File: config.mk
export PLATFORM = sky130hd
export DESIGN_NAME = rlde_mul
export DESIGN_NICKNAME = d
export VERILOG_FILES = /design/src/hw/rtl/assert_macros.svh /design/src/hw/rtl/rlde_pkg.sv /design/src/hw/rtl/rlde_mul.sv
export SDC_FILE = /design/constraint.sdc
export NUM_CORES = 2
export LEC_CHECK = 0
export ABC_AREA = 1
export BUFFER_PORTS_ARGS = -buffer_cell sky130_fd_sc_hd__buf_2
export CORE_ASPECT_RATIO = 1.2
export CORE_UTILIZATION = 35
export CTS_BUF_LIST = sky130_fd_sc_hd__clkbuf_4 sky130_fd_sc_hd__clkbuf_8 sky130_fd_sc_hd__clkbuf_16
export DETAILED_ROUTE_END_ITERATION = 12
export PLACE_DENSITY = 0.56
export SYNTH_ARGS = -nofsm -noshare
export SYNTH_HDL_FRONTEND = slang
export SYNTH_SLANG_ARGS = --single-unit
File: constraint.sdc
create_clock -name clk_i -period 19.57 [get_ports clk_i]
set_clock_uncertainty 0.2 [all_clocks]
set_input_delay 0.9785 -clock clk_i [delete_from_list [all_inputs] [get_ports clk_i]]
set_output_delay 0.9785 -clock clk_i [all_outputs]
set_load 0.01 [all_outputs]
File: src/hw/rtl/assert_macros.svh
// assert_macros.svh: concurrent assertion macros shared by the RTL.
// Needs clk_i and rst_ni in the scope of the user; no other dependencies.
`ifndef ASSERT_MACROS_SVH
`define ASSERT_MACROS_SVH
`ifndef ASSERT_OFF
// clocked check, off while reset is low
`define ASSERT_P(lbl, prop) \
  lbl: assert property (@(posedge clk_i) disable iff (!rst_ni) prop) \
    else $error("%m: check failed");
// clocked check, also active during reset
`define ASSERT_NR(lbl, prop) \
  lbl: assert property (@(posedge clk_i) prop) \
    else $error("%m: check failed");
`else
`define ASSERT_P(lbl, prop)
`define ASSERT_NR(lbl, prop)
`endif
`endif

File: src/hw/rtl/rlde_pkg.sv
// rlde_pkg: widths, codes and constants of the radial log-density evaluator.
// No dependencies.
package rlde_pkg;

  localparam int unsigned RLDE_TABLE_DEPTH = 256;

  localparam int unsigned R_W        = 32;
  localparam int unsigned LD_W       = 48;
  localparam int unsigned ST_W       = 2;
  localparam int unsigned TIDX_W     = 8;
  localparam int unsigned CFG_IDX_W  = 3;
  localparam int unsigned CFG_DATA_W = 48;
  localparam int unsigned MUL_W      = 32;

  typedef enum logic [2:0] {
    MODE_UNSET   = 3'd0,
    MODE_GAUSS   = 3'd1,
    MODE_UNIFORM = 3'd2,
    MODE_POWER   = 3'd3,
    MODE_TPOWER  = 3'd4,
    MODE_TABLE   = 3'd5,
    MODE_TGAUSS  = 3'd6
  } mode_e;

  typedef enum logic [CFG_IDX_W-1:0] {
    CFG_MODE          = 3'd0,
    CFG_DIMENSION     = 3'd1,
    CFG_LOG_CONSTANT  = 3'd2,
    CFG_POWER_EXP     = 3'd3,
    CFG_LOWER_BOUND   = 3'd4,
    CFG_UPPER_BOUND   = 3'd5,
    CFG_TABLE_ENTRIES = 3'd6
  } cfg_idx_e;

  typedef enum logic [ST_W-1:0] {
    ST_OK      = 2'd0,
    ST_OUTSIDE = 2'd1,
    ST_UNSET   = 2'd2
  } status_e;

  typedef enum logic {
    REQ_EVAL  = 1'b0,
    REQ_WRITE = 1'b1
  } req_e;

  // which term the shared multiplier is working on
  typedef enum logic [1:0] {
    PH_GAUSS = 2'd0,
    PH_POW   = 2'd1,
    PH_TABR  = 2'd2,
    PH_TABW  = 2'd3
  } phase_e;

  localparam logic [R_W-1:0]         ONE_Q24 = 32'h0100_0000;
  localparam logic [MUL_W-1:0]       LN2_Q28 = 32'd186065279;
  localparam logic signed [LD_W-1:0] LD_MAX  = 48'sh7FFF_FFFF_FFFF;
  localparam logic signed [LD_W-1:0] LD_MIN  = 48'sh8000_0000_0000;

endpackage

File: src/hw/rtl/rlde_mul.sv
// rlde_mul: shared unsigned multiplier with a registered product.
// Depends on rlde_pkg for the operand width.
module rlde_mul (
  input  logic                           clk_i,
  input  logic                           en_i,
  input  logic [rlde_pkg::MUL_W-1:0]     a_i,
  input  logic [rlde_pkg::MUL_W-1:0]     b_i,
  output logic [2*rlde_pkg::MUL_W-1:0]   prod_o
);
  import rlde_pkg::*;

  logic [2*MUL_W-1:0] prod_q;

  always_ff @(posedge clk_i) begin
    if (en_i) begin
      prod_q <= a_i * b_i;
    end
  end

  assign prod_o = prod_q;

endmodule

==> metrics.csv <==
stage,metric,value,unit
cts,cts hold-fix bufs,0,
worst_setup_path,CP max FO,32,
logic_synthesis,Synth area leaders,"fa_1 47%, inv_1 17%, nand2_1 15%",
worst_setup_path,Max stage delay on crit path,740,ps
timing,Final TNS setup,0,ps
cts,clock buffer count from CTS,9,
timing,"Slew Viols, Final",0,
worst_setup_path,CP startpoint kind,input port,
logic_synthesis,Synth Area per Inst,7.57,um^2
timing,actual slew at the worst max-slew pin,992,ps
cts,CTS H-tree depth,3,
cts,CTS resizes,0,
logic_synthesis,Syn Inst Count,5023,
worst_setup_path,crit end category,register,
status,status,"complete, no violations",
layout,Fillers,11315,
timing,Max Freq,123,MHz
drt,drt pass-1 iters,5,
grt,GRT Util Overall,0.207,
worst_setup_path,WS Path Type,input port to register,
grt,GRT overflow,0,
timing,final setup violation count,0,
cts,Clock Path Buffers,2,
worst_setup_path,CP dominant cell by count,fa_1,
timing,min cycle time layout,8160,ps
grt,initial antenna violation count,1,
floorplanning,num ports,130,
timing,max_slew headroom,0.339,
logic_synthesis,asr flop ratio synth,0,
placement,dpl hpwl,90000,um
worst_setup_path,Top delay family on crit path,adder cells,
cts,"Reg clk slew, reported paths",60,ps
placement,Placed Area,39900,um^2
cts,# clock sinks,64,
cts,CTS tree,built,
timing,fin crit share,0.417,
logic_synthesis,Seq cells post-synth,64,
worst_setup_path,CP bufs+invs,7,
placement,routability congestion estimate,0.932,
cts,Setup Buffers After CTS,0,
layout,share of layout cells above drive strength 1,0.0454,
logic_synthesis,cell with the most instances after synthesis,inv_1,
drt,vias,29453,
drt,Initial DRC Count,1841,
drt,WL per Instance,17.0,um
placement,IO buf count,129,
logic_synthesis,register area share after synthesis,0.0505,
logic_synthesis,Synth top area share,0.472,
floorplanning,Die W,303,um
drt,Routed Wire Length,109000,um
worst_setup_path,Critical Path AT,8020,ps
worst_setup_path,CP required,19440,ps
layout,Layout Nets,6215,
logic_synthesis,Synth Cell Area,38000,um^2
grt,largest net degree at the start of global routing,65,
logic_synthesis,Yosys cell types,23,
drt,DRT antenna net count,0,
timing,Hold WS,1000,ps
layout,area grow syn2layout,5.53,%
layout,design area,40100,um^2
worst_setup_path,slowest CP cell,buf_2,
worst_setup_path,CP cell instances,"buf_2, nand2_1, fa_1, inv_1, fa_1, inv_1, fa_1, inv_1, fa_1, fa_1, fa_1, fa_1, fa_1, ha_1, nand2_1, nor2_1, inv_2, nor2_4, inv_2, o21bai_2, inv_1, nand2_1, xor2_1",
floorplanning,core area,108000,um^2
logic_synthesis,Ys Warns,0,
min_path,hold path startpoint,a_i[0],
layout,max FFs per register,64,
drt,drt drc,0,
grt,first-pass GRT wire length,177000,um
timing,Fin. Hold Viols,0,
logic_synthesis,Synthesized Nets,6248,
min_path,Min-Delay Path Class,input port to register,
cts,CTS root buffer,clkbuf_16,
floorplanning,Die Area,110000,um^2
floorplanning,initial core utilization,0.353,
logic_synthesis,Post-synth EDFFs,64,
logic_synthesis,most common library cells after synthesis,"1,723 x inv_1, 1,566 x nand2_1, 896 x fa_1",
timing,RSZ-0062 raised after global routing,no,
grt,vias in the first global route,31695,
logic_synthesis,Post-synth top flop,edfxtp_1,
run,total of max-cap violations,0,
logic_synthesis,Yosys top cell by area,fa_1,
floorplanning,Die Y,363,um
floorplanning,Rows,132,
worst_setup_path,crit path from,a_i[6],
drt,DR vias/cell,4.60,
==> worst paths after layout <==
kind / cells past startpoint / slack, ps / endpoint
min: 3 / 1000 / prod_o[0]
max: 23 / 11410 / prod_o[32]
==> logic make-up after synthesis <==
logic type               share of synthesized area
adder cells (fa/ha/maj)                      0.558
flip-flops                                  0.0505
XOR/XNOR                                   0.00806
buffers and inverters                        0.190
AND/OR/NAND/NOR                              0.185
AO/OA/AOI/OAI                              0.00839
==> layer usage <==
layer	part of all wire	wire [um]	vias up	GRT usage
li1	-	-	13601	-
met1	0.42	45700	14845	0.274
met2	0.50	55000	844	0.367
met3	0.050	5430	161	0.0146
met4	0.026	2790	2	0.0492
met5	0.00017	18	-	0
==> per-stage QoR <==
stage | cells | setup WS [ps] | util
2_1_floorplan | 5023 | 12440 | -
3_3_place_gp | 6386 | 11020 | 0.370
3_5_place_dp | 6386 | 11070 | 0.370
4_1_cts | 6402 | 11390 | 0.372
5_1_grt | 6402 | 11210 | 0.372
6_report | 6403 | 11410 | 0.372
==> layout make-up <==
class                      count  area [um^2]  share of cell area
multi-input combinational   3032        28900               0.720
tap                         1407         1760              0.0439
clock buffer                   9          225             0.00561
clock inverter                 7         47.5             0.00118
antenna                        1         2.50           0.0000623
inverter                    1735         6510               0.162
timing repair buffer         148          788              0.0196
sequential                    64         1920              0.0479
==> cells in the final DEF, fill, tap and decap left out, drive strengths merged <==
| master | count |
|---|---|
| o21bai | 12 |
| inv | 1736 |
| nor2 | 101 |
| nand4 | 16 |
| clkinvlp | 1 |
| clkinv | 5 |
| diode | 1 |
| clkbuf | 9 |
| o21ai | 2 |
| nand3 | 65 |
| buf | 148 |
| edfxtp | 64 |
| nand2 | 1581 |
| ha | 263 |
| nor3 | 18 |
| xnor2 | 2 |
| a21oi | 43 |
| fa | 896 |
| xor2 | 33 |
Power is not shown: default switching activity piles up to over one toggle a cycle in this logic, so the estimate is an artifact.
